File: src/prc_pkg.sv
// Shared types, constants and helper functions of the point rotation unit.
`timescale 1ns / 1ps
`default_nettype none

package prc_pkg;

  // Coordinates are shifted left by this many bits while they are in the CORDIC.
  localparam int GUARD_BITS = 8;

  // Depth of both the inner work queue and the result queue.
  localparam int QUEUE_DEPTH = 4;

  // CORDIC gain compensation 0.607252935 in Q30.
  localparam logic [29:0] GAIN_K_Q30 = 30'd652032874;

  // Half of pi/2 in Q30, rounded down. It is the rounding offset of the quadrant count.
  localparam logic signed [34:0] HALF_PI_HALF = 35'sd843314856;

  // atan(2^-i) in Q30, truncated.
  localparam logic [29:0] ATAN_Q30 [32] = '{
    30'h3243F6A8, 30'h1DAC6705, 30'h0FADBAFC, 30'h07F56EA6,
    30'h03FEAB76, 30'h01FFD55B, 30'h00FFFAAA, 30'h007FFF55,
    30'h003FFFEA, 30'h001FFFFD, 30'h000FFFFF, 30'h0007FFFF,
    30'h0003FFFF, 30'h0001FFFF, 30'h0000FFFF, 30'h00007FFF,
    30'h00003FFF, 30'h00001FFF, 30'h00000FFF, 30'h000007FF,
    30'h000003FF, 30'h000001FF, 30'h000000FF, 30'h0000007F,
    30'h0000003F, 30'h0000001F, 30'h0000000F, 30'h00000008,
    30'h00000004, 30'h00000002, 30'h00000001, 30'h00000000
  };

  // Quarter turns applied to the offset before the CORDIC.
  typedef enum logic [1:0] {
    QUAD_0 = 2'd0,
    QUAD_1 = 2'd1,
    QUAD_2 = 2'd2,
    QUAD_3 = 2'd3
  } prc_quad_t;

  // Status of one queue as seen by its producer and its consumer.
  typedef struct packed {
    logic full;
    logic empty;
  } prc_q_stat_t;

  // Multiples of pi/2 in Q30 for the quarter counts that the angle range can give.
  function automatic logic signed [34:0] hp_mult(input logic signed [3:0] k);
    logic signed [34:0] r;
    unique case (k)
      -4'sd6:  r = -35'sd10119778278;
      -4'sd5:  r = -35'sd8433148565;
      -4'sd4:  r = -35'sd6746518852;
      -4'sd3:  r = -35'sd5059889139;
      -4'sd2:  r = -35'sd3373259426;
      -4'sd1:  r = -35'sd1686629713;
      4'sd0:   r = 35'sd0;
      4'sd1:   r = 35'sd1686629713;
      4'sd2:   r = 35'sd3373259426;
      4'sd3:   r = 35'sd5059889139;
      4'sd4:   r = 35'sd6746518852;
      4'sd5:   r = 35'sd8433148565;
      default: r = 35'sd0;
    endcase
    return r;
  endfunction

endpackage

`default_nettype wire

File: src/prc_front.sv
// Front part: takes points, forms the offset, reduces the angle and folds the quadrant.
`timescale 1ns / 1ps
`default_nettype none

module prc_front #(
  parameter int COORD_WIDTH = 32
) (
  input  wire                             clk,
  input  wire                             rst_n,
  input  wire                             push_i,
  output logic                            full_o,
  input  wire signed [31:0]               point_x_i,
  input  wire signed [31:0]               point_y_i,
  input  wire signed [31:0]               center_x_i,
  input  wire signed [31:0]               center_y_i,
  input  wire signed [31:0]               turn_angle_i,
  input  wire prc_pkg::prc_q_stat_t       q_stat_i,
  output logic                            q_push_o,
  output logic [4*COORD_WIDTH+33:0]       q_data_o
);

  localparam int W  = COORD_WIDTH;
  localparam int DW = W + 1;

  logic en;

  // Stage 0: captured beat.
  logic                 v0_r;
  logic [W-1:0]         px0_r, py0_r, cx0_r, cy0_r;
  logic [31:0]          ang0_r;
  logic [W+31:0]        px_ext, py_ext, cx_ext, cy_ext;

  // Stage 1: offset and the angle in Q30.
  logic                 v1_r;
  logic signed [DW-1:0] dx1_r, dy1_r, dx1_nxt, dy1_nxt;
  logic [W-1:0]         cx1_r, cy1_r;
  logic signed [33:0]   a1_r, a1_nxt;
  logic signed [34:0]   am1_r, am1_nxt;

  // Stage 2: quarter count.
  logic                 v2_r;
  logic signed [DW-1:0] dx2_r, dy2_r;
  logic [W-1:0]         cx2_r, cy2_r;
  logic signed [33:0]   a2_r;
  logic signed [3:0]    kp2_r, kp2_nxt;
  logic [3:0]           cnt;

  // Outgoing beat.
  logic signed [34:0]   z_wide;
  logic signed [DW-1:0] x_f, y_f;
  prc_pkg::prc_quad_t   quad;

  assign en       = !(v2_r && q_stat_i.full);
  assign full_o   = !en;
  assign q_push_o = v2_r && !q_stat_i.full;

  // A coordinate is the low W bits of its field; fields narrower than W are zero-filled.
  assign px_ext = {{W{1'b0}}, point_x_i};
  assign py_ext = {{W{1'b0}}, point_y_i};
  assign cx_ext = {{W{1'b0}}, center_x_i};
  assign cy_ext = {{W{1'b0}}, center_y_i};

  always_comb begin
    dx1_nxt = $signed({px0_r[W-1], px0_r}) - $signed({cx0_r[W-1], cx0_r});
    dy1_nxt = $signed({py0_r[W-1], py0_r}) - $signed({cy0_r[W-1], cy0_r});
    a1_nxt  = $signed({ang0_r, 2'b00});
    am1_nxt = $signed({a1_nxt[33], a1_nxt}) + prc_pkg::HALF_PI_HALF;
  end

  // The quarter count is the largest k with k * pi/2 at or below the shifted angle.
  always_comb begin
    cnt = '0;
    for (int m = -5; m <= 5; m++) begin
      if (am1_r >= prc_pkg::hp_mult(4'(m))) begin
        cnt = cnt + 4'd1;
      end
    end
    kp2_nxt = $signed(cnt - 4'd6);
  end

  always_comb begin
    z_wide = $signed({a2_r[33], a2_r}) - prc_pkg::hp_mult(kp2_r);
    quad   = prc_pkg::prc_quad_t'(kp2_r[1:0]);
    unique case (quad)
      prc_pkg::QUAD_0: begin
        x_f = dx2_r;
        y_f = dy2_r;
      end
      prc_pkg::QUAD_1: begin
        x_f = -dy2_r;
        y_f = dx2_r;
      end
      prc_pkg::QUAD_2: begin
        x_f = -dx2_r;
        y_f = -dy2_r;
      end
      prc_pkg::QUAD_3: begin
        x_f = dy2_r;
        y_f = -dx2_r;
      end
      default: begin
        x_f = dx2_r;
        y_f = dy2_r;
      end
    endcase
  end

  assign q_data_o = {x_f, y_f, z_wide[31:0], cx2_r, cy2_r};

  always_ff @(posedge clk) begin
    if (!rst_n) begin
      v0_r <= 1'b0;
      v1_r <= 1'b0;
      v2_r <= 1'b0;
    end else if (en) begin
      v0_r <= push_i;
      v1_r <= v0_r;
      v2_r <= v1_r;
    end
  end

  always_ff @(posedge clk) begin
    if (en) begin
      px0_r  <= px_ext[W-1:0];
      py0_r  <= py_ext[W-1:0];
      cx0_r  <= cx_ext[W-1:0];
      cy0_r  <= cy_ext[W-1:0];
      ang0_r <= turn_angle_i;
      dx1_r  <= dx1_nxt;
      dy1_r  <= dy1_nxt;
      cx1_r  <= cx0_r;
      cy1_r  <= cy0_r;
      a1_r   <= a1_nxt;
      am1_r  <= am1_nxt;
      dx2_r  <= dx1_r;
      dy2_r  <= dy1_r;
      cx2_r  <= cx1_r;
      cy2_r  <= cy1_r;
      a2_r   <= a1_r;
      kp2_r  <= kp2_nxt;
    end
  end

endmodule

`default_nettype wire

File: config.mk
export PLATFORM = sky130hd
export DESIGN_NAME = prc_front
export DESIGN_NICKNAME = d
export VERILOG_FILES = /design/src/prc_pkg.sv /design/src/prc_front.sv
export SDC_FILE = /design/constraint.sdc
export NUM_CORES = 1
export LEC_CHECK = 0
export BUFFER_PORTS_ARGS = -buffer_cell sky130_fd_sc_hd__clkbuf_2
export CORE_ASPECT_RATIO = 0.5
export CORE_UTILIZATION = 55
export DETAILED_ROUTE_END_ITERATION = 10
export PLACE_DENSITY = 0.75
export SLEW_MARGIN = 20
export SYNTH_ARGS = -nofsm -noshare
export SYNTH_HDL_FRONTEND = slang
export SYNTH_SLANG_ARGS = --single-unit
File: constraint.sdc
create_clock -name clk -period 56.1 [get_ports clk]
set_input_delay 5.61 -clock clk [delete_from_list [all_inputs] [get_ports clk]]
set_output_delay 5.61 -clock clk [all_outputs]
set_load 0.01 [all_outputs]
# --- Yosys cells after proc, flatten, opt, wreduce, memory -nomap -nowiden ---
# Memory sizes are Yosys's and may differ from the RTL's. A register that Yosys moved wholly into a read port is not among the register bits.
# Index checks and enable logic that the tools add are counted.
# W data, S select, Z words.
word_totals:
  input_bits: 165
  mem_count: 1
  wordCells: 70
  ff_bits: 522
  rom_bits: 560
mem_list:
  columns: ["memory", "depth", "word_bits", "read_ports", "rd_clocked_by_memory_dff", "wr", "line_no", "rtl"]
  rows:
  - ["(no name shown)", 16, 35, 1, 1, 0, "prc_pkg.sv:48", "unique case (k)"]
op_classes:
  n_reduce_logical: 4
  order_cmp: 11
  n_addsub: 17
  n_mux: 14
  eq_ne: 3
ops:
  columns: ["cell", "n"]
  rows:
  - ["$pmux W33 S4", 2]
  - ["$ge A35 B34 Y1 const B", 6]
  - ["$ge A35 B32 Y1 const B", 2]
  - ["$ge A35 B33 Y1 const B", 2]
  - ["$neg A33 Y33", 2]
  - ["$sub A32 B32 Y33", 2]
  - ["$mux W4", 11]
  - ["$add A4 B1 Y4 const B", 10]
  - ["$add A34 B31 Y35 const B", 1]
  - ["$ge A35 B1 Y1 const B", 1]
  - ["$sub A32 B32 Y32", 1]
  - ["$eq A2 B2 Y1 const B", 2]
  - ["$sub A4 B3 Y4 const B", 1]
  - ["$eq A2 B1 Y1 const B", 1]
  - ["$logic_and A1 B1 Y1", 2]
  - ["$logic_not A2 Y1", 1]
  - ["$logic_not A1 Y1", 1]
  - ["$mux W1", 1]

# --- Logic depth before layout (Yosys ltp) ---
depth:
  depth_word: 24
  mapped_depth: 52
  mapped_depth_nobuf: 51

# --- Worst setup path after synthesis ---
# No wires, ideal clock.
synth_path:
  path_type: "input port to flip-flop"
  start: "input q_stat_i[1] in the netlist's numbering"
  end: "register q_data_o[64] (netlist name)"
  path_stages: 10
  setup_ps: 170
  setup_slack_ps: 32623
  arrival_ps: 23307
  path_buffers: 1
  cell_sequence: "nand2_1 clkbuf_1 mux2i_4 inv_1 ha_1 and3_1 a221oi_1 nor2_1 a41oi_1 o21ai_1"
synth_lines:
  columns: ["element", "line_no", "rtl"]
  rows:
  - ["start: declaration", "prc_front.sv:17", "input wire prc_pkg::prc_q_stat_t q_stat_i,"]

# --- Final worst setup path ---
layout_path:
  start: "input q_stat_i[1] in the netlist's numbering"
  end: "output full_o"
layout_via:
  elab_chain_len: 1
layout_lines:
  columns: ["element", "line_no", "rtl"]
  rows:
  - ["$logic_and A1 B1 Y1", "prc_front.sv:53", "assign en = !(v2_r && q_stat_i.full);"]
  - ["end: declaration", "prc_front.sv:11", "output logic full_o,"]
# Every way passes these cells.

==> results.sh <==
export IMPL_outcome="complete, no violations"
export IMPL_finalSetupViolCount=0
export IMPL_antenna_cells=0
export IMPL_coreArea_um2=47100
export IMPL_clock_sinks=538
export IMPL_synth_cell_types=93
export IMPL_power_total_mw=1.56
export IMPL_vias=17800
export IMPL_end_kind="primary output"
export IMPL_yosys_area_top_type="edfxtp_1"
export IMPL_initial_core_util_pct=56.1
export IMPL_place_congestion=0.910
export IMPL_tightest_slew_ns=1.06
export IMPL_crit_buf_inv=3
export IMPL_first_global_vias=16400
export IMPL_io_pins=329
export IMPL_synth_edff_count=516
export IMPL_die_x_um=312
export IMPL_die_h_um=157
export IMPL_grt_pass1_wl_mm=85.9
export IMPL_grt_overflow_total=0
export IMPL_cts_buffers=47
export IMPL_syn_to_final_growth_pct=14.2
export IMPL_synth_ff_type="edfxtp_1"
export IMPL_clk_latency_ns=0.59
export IMPL_avgSynthCellArea_um2=12.2
export IMPL_fin_nets=2761
export IMPL_slew_headroom_pct=29.2
export IMPL_cts_buffer_depth=3
export IMPL_cts_tree="done"
export IMPL_rsz0062_at_grt="false"
export IMPL_setup_tns_ns=0
export IMPL_clk_pin_slew_ns=0.07
export IMPL_drcViolationCount=0
export IMPL_first_iter_violations=1545
export IMPL_vias_per_cell=5.64
export IMPL_powerDensity_nw_per_um2=51.8
export IMPL_synth_seq_area_share_pct=60.3
export IMPL_ir_drop_uv=40.5
export IMPL_drtPass1Iterations=5
export IMPL_synthTopCellsByArea="edfxtp_1, ha_1, xnor2_1"
export IMPL_antenna_left=0
export IMPL_crit_fanout=38
export IMPL_finalHoldViolCount=0
export IMPL_cts_root_buf="clkbuf_16"
export IMPL_drv_slew=0
export IMPL_cp_common_cell="clkbuf_2"
export IMPL_async_flop_share_pct=0
export IMPL_rows=56
export IMPL_yosysWarnings=0
export IMPL_ctsHtreeMaxLevel=2
export IMPL_start_kind="input port"
export IMPL_cts_repair_resized=0
export IMPL_routed_wl_mm=56.6
export IMPL_postCtsSetupRepairBufs=0
export IMPL_drive_gt1_share_pct=18.0
export IMPL_hold_path_class="flip-flop to flip-flop"
export IMPL_grt_use_total_pct=22.4
export IMPL_critical_path_top_delay_family="buffers and inverters"
export IMPL_syn_inst=2167
export IMPL_die_area_um2=48900
export IMPL_fill_cells=3671
export IMPL_cp_slowest_cell="inv_1"
export IMPL_dp_hpwl_mm=41.5
export IMPL_avgRoutedWirePerCell_um=18.0
export IMPL_finClkSkew_ns=0.0242
export IMPL_antenna_found_initial=1
export IMPL_regArea_um2=15900
export IMPL_critPathMaxStageDelay_ns=0.55
export IMPL_synth_area_um2=26400
export IMPL_max_freq_ghz=0.0804
export IMPL_min_period_ns=12.44
export IMPL_synth_top_area_share_pct=58.7
export IMPL_cts_hold_buf=0
export IMPL_multi_input_area_um2=9660
export IMPL_synth_seq_cells=538
export IMPL_port_buffers=327
export IMPL_crit_path_cell_trace="clkbuf_2 -> nand2_4 -> inv_1 -> clkbuf_2"
export IMPL_worst_ep_required_time_ns=50.49
export IMPL_synthesis_nets=2448
export IMPL_worstPathArrival_ns=6.83
export IMPL_period_share_pct=22.2
export IMPL_max_cap_violations=0
export IMPL_grt_start_max_net_pins=111
export IMPL_crit_type="input port to primary output"
export IMPL_p_leak_nw=12.2
cell usage in the layout (no fill, tap or decap), types with 6 or more instances in the layout:
| cell type | n |
|---|---|
| a211o_1 | 6 |
| a211oi_1 | 18 |
| a21boi_0 | 12 |
| a21o_1 | 29 |
| a21oi_1 | 123 |
| a221oi_1 | 15 |
| a31oi_1 | 25 |
| and2_1 | 14 |
| and3_1 | 15 |
| buf_4 | 10 |
| clkbuf_1 | 8 |
| clkbuf_16 | 47 |
| clkbuf_2 | 327 |
| clkinv_1 | 9 |
| clkinv_2 | 9 |
| dfxtp_1 | 22 |
| edfxtp_1 | 516 |
| ha_1 | 114 |
| inv_1 | 140 |
| mux2i_1 | 6 |
| mux4_2 | 6 |
| nand2_1 | 144 |
| nand2b_1 | 26 |
| nand3_1 | 42 |
| nand4_1 | 17 |
| nor2_1 | 175 |
| nor2b_1 | 26 |
| nor3_1 | 52 |
| nor4_1 | 15 |
| o211ai_1 | 14 |
| o21a_1 | 22 |
| o21ai_0 | 113 |
| o31a_1 | 7 |
| o31ai_1 | 22 |
| o41ai_1 | 7 |
| or2_2 | 15 |
| or3_1 | 29 |
| or4_1 | 11 |
| xnor2_1 | 132 |
| xor2_1 | 59 |
state kept, by name, summed over array words and instances (netlist names), 30 cells and up, named ones only:
signal and flops:
cx2_r 32, cx1_r 32, dy2_r 33, cy1_r 32
cy0_r 32, dx2_r 33, a2_r 30, px0_r 32
ang0_r 32, dy1_r 33, a1_r 30, cy2_r 32
am1_r 32, py0_r 32, dx1_r 33, cx0_r 32
cell families (layout without fill, tap and decap cells):
logic type / after synthesis / in the layout / synth area share [%]
AND/OR/NAND/NOR: 616 / 616 / 11.6
AO/OA/AOI/OAI: 470 / 470 / 11.6
adder cells (fa/ha/maj): 116 / 116 / 5.55
XOR/XNOR: 196 / 196 / 6.80
flip-flops: 538 / 538 / 60.3
buffers and inverters: 213 / 563 / 3.09
multiplexers: 18 / 18 / 1.04
Yosys cell counts (42+ instances only):
| master | count |
|---|---|
| ha_1 | 114 |
| nand3_1 | 42 |
| nor3_1 | 52 |
| edfxtp_1 | 516 |
| clkbuf_1 | 58 |
| nor2_1 | 175 |
| xor2_1 | 59 |
| xnor2_1 | 132 |
| o21ai_0 | 113 |
| inv_1 | 140 |
| a21oi_1 | 123 |
| nand2_1 | 145 |
per-layer routing:
metal	share of wire, %	vias to the layer above	GRT usage [%]
met4	3.3	2	8.08
met5	0.012	-	0
li1	-	8658	-
met1	41	8524	28.5
met2	50	488	38.4
met3	5.8	108	4.44
path summary, 6_finish.rpt:
path,endpoint,cells past startpoint,start,slack (ns)
max reg2reg,flip-flop,43,am1_r[18],46.08
max,full_o,4,q_stat_i[1],43.66
min reg2reg,dy2_r[13],0,dy1_r[13],0.41
min,dy2_r[13],0,dy1_r[13],0.41
report_power, final:
group	switching [mW]	total, mW	internal [mW]
registers	0.0491	0.560	0.511
clock network	0.145	0.324	0.179
logic	0.406	0.680	0.274
stage by stage:
stage / hold WS [ns] / util, % / instance area (um^2) / worst slack (ns) / cells
after floorplan: 0.400 / - / 26400 / 32.62 / 2167
after global placement: 0.400 / 60.8 / 28600 / 43.66 / 3069
after detailed placement: 0.405 / 60.8 / 28600 / 43.65 / 3069
after CTS: 0.403 / 64.1 / 30200 / 43.65 / 3155
after global routing: 0.409 / 64.1 / 30200 / 43.56 / 3155
final: 0.411 / 64.1 / 30200 / 43.66 / 3155
cell type report:
cell class,count,area share [%]
repair buffers,337,5.67
inverters,140,1.74
well taps,638,2.65
clock inverters,31,1.09
multi-input cells,1416,32.0
clock buffers,55,4.00
flip-flops and latches,538,52.8
(Power assumes the default switching activity.)
