### src/prc_pkg.sv
// Shared types, constants and helper functions of the point rotation unit.
`timescale 1ns / 1ps
`default_nettype none

package prc_pkg;

  // Coordinates are shifted left by this many bits while they are in the CORDIC.
  localparam int GUARD_BITS = 8;

  // Depth of both the inner work queue and the result queue.
  localparam int QUEUE_DEPTH = 4;

  // CORDIC gain compensation 0.607252935 in Q30.
  localparam logic [29:0] GAIN_K_Q30 = 30'd652032874;

  // Half of pi/2 in Q30, rounded down. It is the rounding offset of the quadrant count.
  localparam logic signed [34:0] HALF_PI_HALF = 35'sd843314856;

  // atan(2^-i) in Q30, truncated.
  localparam logic [29:0] ATAN_Q30 [32] = '{
    30'h3243F6A8, 30'h1DAC6705, 30'h0FADBAFC, 30'h07F56EA6,
    30'h03FEAB76, 30'h01FFD55B, 30'h00FFFAAA, 30'h007FFF55,
    30'h003FFFEA, 30'h001FFFFD, 30'h000FFFFF, 30'h0007FFFF,
    30'h0003FFFF, 30'h0001FFFF, 30'h0000FFFF, 30'h00007FFF,
    30'h00003FFF, 30'h00001FFF, 30'h00000FFF, 30'h000007FF,
    30'h000003FF, 30'h000001FF, 30'h000000FF, 30'h0000007F,
    30'h0000003F, 30'h0000001F, 30'h0000000F, 30'h00000008,
    30'h00000004, 30'h00000002, 30'h00000001, 30'h00000000
  };

  // Quarter turns applied to the offset before the CORDIC.
  typedef enum logic [1:0] {
    QUAD_0 = 2'd0,
    QUAD_1 = 2'd1,
    QUAD_2 = 2'd2,
    QUAD_3 = 2'd3
  } prc_quad_t;

  // Status of one queue as seen by its producer and its consumer.
  typedef struct packed {
    logic full;
    logic empty;
  } prc_q_stat_t;

  // Multiples of pi/2 in Q30 for the quarter counts that the angle range can give.
  function automatic logic signed [34:0] hp_mult(input logic signed [3:0] k);
    logic signed [34:0] r;
    unique case (k)
      -4'sd6:  r = -35'sd10119778278;
      -4'sd5:  r = -35'sd8433148565;
      -4'sd4:  r = -35'sd6746518852;
      -4'sd3:  r = -35'sd5059889139;
      -4'sd2:  r = -35'sd3373259426;
      -4'sd1:  r = -35'sd1686629713;
      4'sd0:   r = 35'sd0;
      4'sd1:   r = 35'sd1686629713;
      4'sd2:   r = 35'sd3373259426;
      4'sd3:   r = 35'sd5059889139;
      4'sd4:   r = 35'sd6746518852;
      4'sd5:   r = 35'sd8433148565;
      default: r = 35'sd0;
    endcase
    return r;
  endfunction

endpackage

`default_nettype wire

### src/prc_fifo.sv
// Small register-based queue with a count, used between the unit's parts.
`timescale 1ns / 1ps
`default_nettype none

module prc_fifo #(
  parameter int DATA_W = 8,
  parameter int DEPTH  = 4
) (
  input  wire                  clk,
  input  wire                  rst_n,
  input  wire                  push_i,
  input  wire [DATA_W-1:0]     data_i,
  input  wire                  pop_i,
  output logic [DATA_W-1:0]    data_o,
  output prc_pkg::prc_q_stat_t stat_o
);

  localparam int AW = (DEPTH > 1) ? $clog2(DEPTH) : 1;

  logic [DATA_W-1:0] mem_r [DEPTH];
  logic [AW-1:0]     wr_ptr_r, wr_ptr_nxt;
  logic [AW-1:0]     rd_ptr_r, rd_ptr_nxt;
  logic [AW:0]       cnt_r, cnt_nxt;
  logic              do_push, do_pop;

  assign stat_o.full  = (cnt_r == (AW+1)'(DEPTH));
  assign stat_o.empty = (cnt_r == '0);
  assign do_push      = push_i && !stat_o.full;
  assign do_pop       = pop_i && !stat_o.empty;
  assign data_o       = mem_r[rd_ptr_r];

  always_comb begin
    wr_ptr_nxt = wr_ptr_r;
    rd_ptr_nxt = rd_ptr_r;
    cnt_nxt    = cnt_r;
    if (do_push) begin
      wr_ptr_nxt = (wr_ptr_r == AW'(DEPTH - 1)) ? '0 : wr_ptr_r + 1'b1;
    end
    if (do_pop) begin
      rd_ptr_nxt = (rd_ptr_r == AW'(DEPTH - 1)) ? '0 : rd_ptr_r + 1'b1;
    end
    if (do_push && !do_pop) begin
      cnt_nxt = cnt_r + 1'b1;
    end else if (do_pop && !do_push) begin
      cnt_nxt = cnt_r - 1'b1;
    end
  end

  always_ff @(posedge clk) begin
    if (!rst_n) begin
      wr_ptr_r <= '0;
      rd_ptr_r <= '0;
      cnt_r    <= '0;
    end else begin
      wr_ptr_r <= wr_ptr_nxt;
      rd_ptr_r <= rd_ptr_nxt;
      cnt_r    <= cnt_nxt;
    end
  end

  always_ff @(posedge clk) begin
    if (do_push) begin
      mem_r[wr_ptr_r] <= data_i;
    end
  end

endmodule

`default_nettype wire

### config.mk
export PLATFORM = sky130hd
export DESIGN_NAME = prc_fifo
export DESIGN_NICKNAME = d
export VERILOG_FILES = /design/src/prc_pkg.sv /design/src/prc_fifo.sv
export SDC_FILE = /design/constraint.sdc
export NUM_CORES = 1
export LEC_CHECK = 0
export ABC_AREA = 1
export ABC_CLOCK_PERIOD_IN_PS = 2180
export BUFFER_PORTS_ARGS = -buffer_cell sky130_fd_sc_hd__buf_2
export CORE_ASPECT_RATIO = 1.25
export CORE_MARGIN = 2
export CORE_UTILIZATION = 55
export DETAILED_ROUTE_END_ITERATION = 8
export PLACE_DENSITY = 0.83
export SLEW_MARGIN = 30
export SYNTH_ARGS = -nofsm -noshare
export SYNTH_HDL_FRONTEND = slang
export SYNTH_SLANG_ARGS = --single-unit
### constraint.sdc
create_clock -name clk -period 2.18 [get_ports clk]
set_input_delay 0.327 -clock clk [delete_from_list [all_inputs] [get_ports clk]]
set_output_delay 0.327 -clock clk [all_outputs]
set_load 0.02 [all_outputs]
# --- Word-level counts from Yosys, hierarchy flattened ---
# Memory sizes are Yosys's and may differ from the RTL's. A register that Yosys moved wholly into a read port is not among the register bits.
# Index checks and enable logic that the tools add are counted.
# W data, S select, Z words.
op_classes:
  add_sub_neg: 4
  n_mux: 8
  eq_ne: 3
  reduce_logical: 10
op_table:
  columns: ["op", "n"]
  rows:
  - ["$mux W2", 4]
  - ["$mux W3", 2]
  - ["$add A2 B1 Y2 const B", 2]
  - ["$eq A2 B2 Y1 const B", 2]
  - ["$logic_and A1 B1 Y1", 4]
  - ["$logic_not A1 Y1", 4]
  - ["$add A3 B1 Y3 const B", 1]
  - ["$eq A3 B3 Y1 const B", 1]
  - ["$logic_not A3 Y1", 1]
  - ["$sub A3 B1 Y3 const B", 1]
  - ["$mux W1", 2]
  - ["$reduce_bool A2 Y1", 1]
totals:
  word_cells: 29
  out_inout_bits: 10
  register_bits: 7
  in_bits: 12
  memories: 1
  ram_bits: 32
memory_table:
  columns: ["name", "depth", "word_bits", "rd", "rd_clocked_by_memory_dff", "write_ports", "line_no", "source"]
  rows:
  - ["mem_r", 4, 8, 1, 1, 1, "prc_fifo.sv:20", "logic [DATA_W-1:0] mem_r [DEPTH];"]

# --- Logic depth before layout (Yosys ltp) ---
# Gate-level depths: netlist of the first run.
depth:
  depth_word: 7
  ltp_mapped: 13
  ltp_nobuf: 13

# --- Worst setup path after synthesis of the first run ---
# No wires, ideal clock.
synth_path:
  kind: "register to register"
  startpoint: "reg cnt_r[1]"
  endpoint: "reg cnt_r[1]"
  stages_incl_launch_ff: 10
  setup_slack_ns: 0.490
  setup_ns: 0.116
  t_required_ns: 2.064
  t_arrival_ns: 1.574
  cell_sequence: "dfxtp_1 > nor2_1 > nand2_1 > nand2_2 > inv_1 > ha_1 > inv_1 > fa_1 > o21ai_0 > nor2_1"
synth_between:
  elab_cells_between_ends: 15
  cone_classes: "add/sub (2); eq/ne (1); mux (2); reduce/logical (10)"
synth_rtl:
  columns: ["item", "line_no", "source"]
  rows:
  - ["from (decl)", "prc_fifo.sv:23", "logic [AW:0] cnt_r, cnt_nxt;"]
  - ["from (signal assigned)", "prc_fifo.sv:57", "cnt_r <= cnt_nxt;"]
  - ["$eq A3 B3 Y1", "prc_fifo.sv:26", "assign stat_o.full = (cnt_r == (AW+1)'(DEPTH));"]
  - ["$logic_not A1 Y1", "prc_fifo.sv:28", "assign do_push = push_i && !stat_o.full;"]
  - ["$logic_and A1 B1 Y1", "prc_fifo.sv:28", null]
  - ["net do_push", "prc_fifo.sv:24", "logic do_push, do_pop;"]
  - ["$logic_and A1 B1 Y1", "prc_fifo.sv:42", "if (do_push && !do_pop) begin"]
  - ["$mux W3", "prc_fifo.sv:42", null]
  - ["net cnt_nxt[1]", "prc_fifo.sv:23", null]
# The timed path passes the listed nets, and every way through them passes these cells. The select of a mux whose other input is x is not followed.
# A chain may end at the register's enable or synchronous reset.

# --- Final worst setup path of the first run ---
# Ends and elaborated chain as after synthesis.

==> results.ini, run 1 <==
[power_and_ir_drop]
p_int_mw = 1.532
switching_share = 0.3586
power_frac_seq = 0.446
p_clk_frac = 0.214
p_total_mw = 2.388
power.switching_mw = 0.8563
power_frac_comb = 0.340
power_density_mw_per_mm2 = 1228
irDropWorstVdd_v = 0.0009608
p_leak_nw = 0.8044

[worst_setup_path]
crit_path_end_kind = flip-flop
arrival_ns = 2.16
reg2reg_depth = 9
crit_type = reg -> reg
required_ns = 2.44
startpoint_type = flip-flop
crit_path_max_fanout = 7

[sta]
setup_violations = 0
fmax_mhz = 527.4
slew_viol_final = 0
finalHoldViolCount = 0
rsz0062_at_grt = no
fin_crit_sh = 0.8698
period_needed_ns = 1.896
fin_hold_ws_ns = 0.1742
tightest_slew_ns = 0.3261
timing.setup.tns_ns = 0
slew-limit-headroom = 0.7823
clock_skew_ns = 0.004379

[detailed_routing]
initialDrtViolationCount = 27
routed_via_density = 5.287
post_drt_wl_per_cell_um = 13.08
drt_first_pass_iters = 4
drc = 0
vias = 1142
routed_wl_um = 2825
final_antenna_net_count = 0

[final_layout]
most-common-layout-cells = 33 x nor2_1, 32 x edfxtp_1, 21 x buf_2, 18 x inv_1
regArea_mm2 = 0.001142
area_delta_synth_final_pct = 14.86
drive_gt1_frac = 0.2167
multi_input_area_um2 = 457.9
num_antenna_cells = 0
fillers = 221
layout_commonest_cell = nor2_1
nets = 198

[floorplanning]
start_util = 0.5748
dieArea_mm2 = 0.003541
dieWidth_um = 53.62
chipHeight_um = 66.03
rows = 22
core_mm2 = 0.002945
ios = 22

[global_route]
grt_max_degree = 17
globalRouteOverflowTotal = 0
grtUsageTotal = 0.1974
grt_pass1_wl_um = 4747
antenna_found_initial = 0
grt_pass1_vias = 1173

[cts]
root_buffer = clkbuf_4
htreeDepth = 2
cts_buffer_depth = 2
clkLatencyLatePin_ns = 0.36
cts.sinks = 41
cts_setup_buffers = 0
cts_buffers = 5
clk_pin_slew_ns = 0.11
cts_tree = yes

[synthesis]
synth_cells = 148
synth_compound_area_frac = 0.09534
seq_area_frac_synth = 0.6741
yosys.area_share.simple = 0.1190
synth_cell_types = 18
yosysWarnings = 0
syn_nets = 167
synth.area.mux_share = 0
synth.cell_area_mm2 = 0.001693
synthAdderAreaFrac = 0.05617
synth-xor-area-share = 0
synth_top_family_by_area = simple AND/OR/NAND/NOR gates
ys_seq_elements = 41
synth.avg_cell_area_um2 = 11.44

[placement]
hpwl_um = 2038
place.gp.congestion = 0.8272
io_buffers = 21

[hold_path]
min-delay-path-class = in -> reg
holdPathStages = 1

[flow_run]
cap_violations = 0

[status]
outcome = completed

==> through the flow <==
step                  util  setup slack (ns)  std cells  cell area [um2]
floorplan                -            0.4899        148             1693
detailed placement  0.6308            0.3018        208             1858
global placement    0.6308            0.4187        208             1858
finish              0.6602            0.2838        216             1944
CTS                 0.6597            0.1879        216             1943
global route        0.6602            0.1412        216             1944
==> kinds of logic after synthesis <==
logic type      count (synthesis)
compound gates                 28
fa+ha+maj                       7
buf+inv                        21
flops                          41
simple gates                   51
==> worst max-delay path, stage by stage (launching register included) <==
cell	delay, ns
dfxtp_1	0.36
nor2_1	0.16
nand2_1	0.13
nand2_2	0.15
inv_1	0.06
ha_1	0.20
inv_1	0.09
fa_1	0.41
o21ai_0	0.18
nor2_1	0.06
==> flip-flops by register name, summed over array words and instances (netlist names), named ones only <==
register	cells
mem_r	32
cnt_r	3
wr_ptr_r	2
rd_ptr_r	2
==> worst paths after layout <==
kind	startpoint	endpoint	slack, ns
worst max-delay path	cnt_r[1]	cnt_r[1]	0.28
worst min-delay path	data_i[4]	mem_r[1][4]	0.17
worst max register to register	cnt_r[1]	cnt_r[1]	0.28
worst min register to register	cnt_r[0]	cnt_r[0]	0.53
==> repair_timing <==
| action | CTS | global route |
|---|---|---|
| resized for setup | 0 | 1 |
| hold buffers | 0 | 0 |
| endpoints found under the setup margin | 0 | 1 |
==> power groups by stage <==
stage | sequential, mW | combinational (mW) | clock (mW)
final | 1.06 | 0.812 | 0.511
after global routing | 1.08 | 0.921 | 0.553
after CTS | 1.06 | 0.822 | 0.519
after detailed placement | 1.08 | 0.820 | 0
after global placement | 1.07 | 0.772 | 0
after floorplan | 1.05 | 0.599 | 0
==> per-layer routing <==
layer / global-route usage / up-vias / routed length [um]
li1: - / 570 / -
met1: 0.1873 / 530 / 1100
met2: 0.3318 / 30 / 1489
met3: 0.07014 / 12 / 129
met4: 0.1538 / 0 / 106
met5: 0 / - / 0
==> layout make-up <==
class	instances	area share
Timing Repair Buffer	26	0.07336
Inverter	19	0.03668
Multi-Input combinational cell	86	0.2355
Sequential cell	41	0.5875
Tap cell	36	0.02317
Clock buffer	7	0.02831
Clock inverter	1	0.01544
==> Yosys cell counts, drive strengths merged <==
library cell | count | share of area
nor2 | 33 | 0.073
edfxtp | 32 | 0.57
inv | 19 | 0.042
o21ai | 18 | 0.060
nand2 | 15 | 0.035
dfxtp | 9 | 0.11
o22ai | 8 | 0.030
ha | 6 | 0.044
a21oi | 2 | 0.0059
buf | 2 | 0.013
fa | 1 | 0.012
nand3 | 1 | 0.0030
nand3b | 1 | 0.0044
nand4 | 1 | 0.0037
Note: power is estimated with default switching activity, not from simulation.
==> run 2: changes to the inputs <==
--- a/config.mk
+++ b/config.mk
@@ -12,7 +12,9 @@
 export CORE_MARGIN = 2
 export CORE_UTILIZATION = 55
 export DETAILED_ROUTE_END_ITERATION = 8
+export GPL_TIMING_DRIVEN = 0
 export PLACE_DENSITY = 0.83
+export SKIP_CTS_REPAIR_TIMING = 1
 export SLEW_MARGIN = 30
 export SYNTH_ARGS = -nofsm -noshare
 export SYNTH_HDL_FRONTEND = slang
==> results.ini, run 2 (synthesized netlist as in run 1, its figures left out) <==
[status]
outcome = completed  ; unchanged

[placement]
dpl_worst_slack_ns = 0.2778  ; was 0.3018 ns
place.gp.congestion = 0.7480  ; was 0.8272
hpwl_um = 2181  ; was 2038 um
io_buffers = 21  ; unchanged
dp_cells = 205  ; was 208

[worst_setup_path]
crit_path_max_fanout = 7  ; unchanged
slowest_stage = fa_1  ; unchanged
r2r-start = cnt_r[1]  ; unchanged
arrival_ns = 2.20  ; was 2.16 ns
reg2reg_depth = 9  ; unchanged
startpoint_type = flip-flop  ; unchanged
r2r_end = cnt_r[1]  ; unchanged
required_ns = 2.44  ; about the same
critPathMaxStageDelay_ns = 0.42  ; was 0.41 ns
crit_path_end_kind = flip-flop  ; unchanged
crit_type = reg -> reg  ; unchanged
rrSetupSlack_ns = 0.24  ; was 0.28 ns
cp_cell_sequence = nor2_1, nand2_1, nand2_2, inv_1, ha_1, inv_1, fa_1, o21ai_0, nor2_1  ; unchanged

[sta]
timing.setup.tns_ns = 0  ; unchanged
tightest_slew_ns = 0.7850  ; was 0.3261 ns
fin_crit_sh = 0.8913  ; was 0.8698
setup_violations = 0  ; unchanged
finalHoldViolCount = 0  ; unchanged
slew-limit-headroom = 0.4747  ; was 0.7823
clock_skew_ns = 0.01013  ; was 0.004379 ns
setup_slack_ns = 0.2370  ; was 0.2838 ns
rsz0062_at_grt = no  ; unchanged
fmax_mhz = 514.7  ; was 527.4 MHz
slew_viol_final = 0  ; unchanged
period_needed_ns = 1.943  ; was 1.896 ns

[detailed_routing]
post_drt_wl_per_cell_um = 14.17  ; was 13.08 um
final_antenna_net_count = 0  ; unchanged
routed_via_density = 5.310  ; was 5.287
drc = 0  ; unchanged
drt_first_pass_iters = 4  ; unchanged
vias = 1131  ; was 1142
routed_wl_um = 3018  ; was 2825 um
initialDrtViolationCount = 23  ; was 27

[cts]
clk_pin_slew_ns = 0.12  ; was 0.11 ns
cts_buffers = 5  ; unchanged
clkLatencyLatePin_ns = 0.35  ; was 0.36 ns
cts.sinks = 41  ; unchanged
htreeDepth = 2  ; unchanged
root_buffer = clkbuf_4  ; unchanged
cts_tree = yes  ; unchanged
cts_buffer_depth = 2  ; unchanged

[floorplanning]
rows = 22  ; unchanged
dieWidth_um = 53.62  ; unchanged
start_util = 0.5748  ; unchanged
dieArea_mm2 = 0.003541  ; unchanged
chipHeight_um = 66.03  ; unchanged
core_mm2 = 0.002945  ; unchanged
ios = 22  ; unchanged

[power_and_ir_drop]
irDropWorstVdd_v = 0.0006617  ; was 0.0009608 V
power_density_mw_per_mm2 = 1189  ; was 1228 mW/mm2
p_leak_nw = 0.7752  ; was 0.8044 nW

[flow_run]
cap_violations = 0  ; unchanged

[hold_path]
holdPathStages = 1  ; unchanged
min-delay-path-class = in -> reg  ; unchanged
min_to = mem_r[3][2]  ; was mem_r[1][4]
worstHoldStart = data_i[2]  ; was data_i[4]

[final_layout]
fillers = 247  ; was 221
nets = 195  ; was 198
regMostFlops = mem_r  ; unchanged
drive_gt1_frac = 0.2034  ; was 0.2167
most-common-layout-cells = 33 x nor2_1, 32 x edfxtp_1, 21 x buf_2, 18 x inv_1  ; unchanged
largest_reg_flops = 32  ; unchanged
reg_top3 = mem_r: 32 flops, cnt_r: 3 flops  ; unchanged
num_antenna_cells = 0  ; unchanged
final_cells = 213  ; was 216
area_delta_synth_final_pct = 12.12  ; was 14.86%
layout_commonest_cell = nor2_1  ; unchanged

[global_route]
grt_pass1_vias = 1153  ; was 1173
globalRouteOverflowTotal = 0  ; unchanged
antenna_found_initial = 0  ; unchanged
grt_pass1_wl_um = 5133  ; was 4747 um
grt_max_degree = 14  ; was 17
grtUsageTotal = 0.2089  ; was 0.1974

run 2: changes by cell type in the layout (fill, tap and decap cells not counted):
cell,delta
clkbuf_8,-1
buf_6,+2
dfxtp_1,+1
clkinvlp_4,+1
buf_4,-5
clkinv_2,+2
clkbuf_1,-1
dfxtp_2,-1
bufinv_16,-1
run 2: report_power, final:
group / switching (mW) / internal, mW / total, mW
clock: 0.239 / 0.122 / 0.361
sequential: 0.0853 / 0.972 / 1.06
combinational: 0.551 / 0.288 / 0.839
total: 0.876 / 1.38 / 2.26
run 2: layer usage:
metal	GRT usage	share of wire	up-vias
met5	0	0	-
met4	0.08333	0.018	0
met3	0.05430	0.047	6
met2	0.3827	0.55	29
met1	0.2184	0.38	538
li1	-	-	558
run 2: cell type report:
type | count | area (um2) | area share
well taps | 36 | 45.04 | 0.02373
clock inverters | 3 | 17.52 | 0.009229
repair buffers | 21 | 105.1 | 0.05537
inverters | 19 | 71.32 | 0.03757
clock buffers | 5 | 37.54 | 0.01978
multi-input cells | 86 | 457.9 | 0.2413
flip-flops and latches | 41 | 1141 | 0.6012
plain buffers | 2 | 22.52 | 0.01187
run 2: worst max path at each step:
stage | from | endpoint | slack [ns] | cells past startpoint
after floorplan | cnt_r[1] | cnt_r[1] | 0.49 | 9
after global placement | cnt_r[1] | cnt_r[1] | 0.38 | 9
after detailed placement | cnt_r[0] | cnt_r[2] | 0.28 | 13
after CTS | cnt_r[0] | cnt_r[2] | 0.22 | 12
after global routing | cnt_r[1] | cnt_r[1] | 0.08 | 9
final | cnt_r[1] | cnt_r[1] | 0.24 | 9
run 2: critical path, delay by kind of cell, from the launching register on:
kind,cells,cell delay (ns)
buffers and inverters,2,0.18
adder cells (fa/ha/maj),2,0.64
flip-flops,1,0.36
AND/OR/NAND/NOR,4,0.51
AO/OA/AOI/OAI,1,0.17
run 2: through the flow:
stage / util / power [mW] / hold WS [ns] / cell area (um2)
final: 0.6444 / 2.257 / 0.1819 / 1898
after global routing: 0.6444 / 2.424 / 0.1743 / 1898
after CTS: 0.6444 / 2.281 / 0.1730 / 1898
after detailed placement: 0.6257 / 1.923 / 0.5149 / 1843
after global placement: 0.6257 / 1.854 / 0.4956 / 1843
after floorplan: - / 1.649 / 0.4259 / 1693
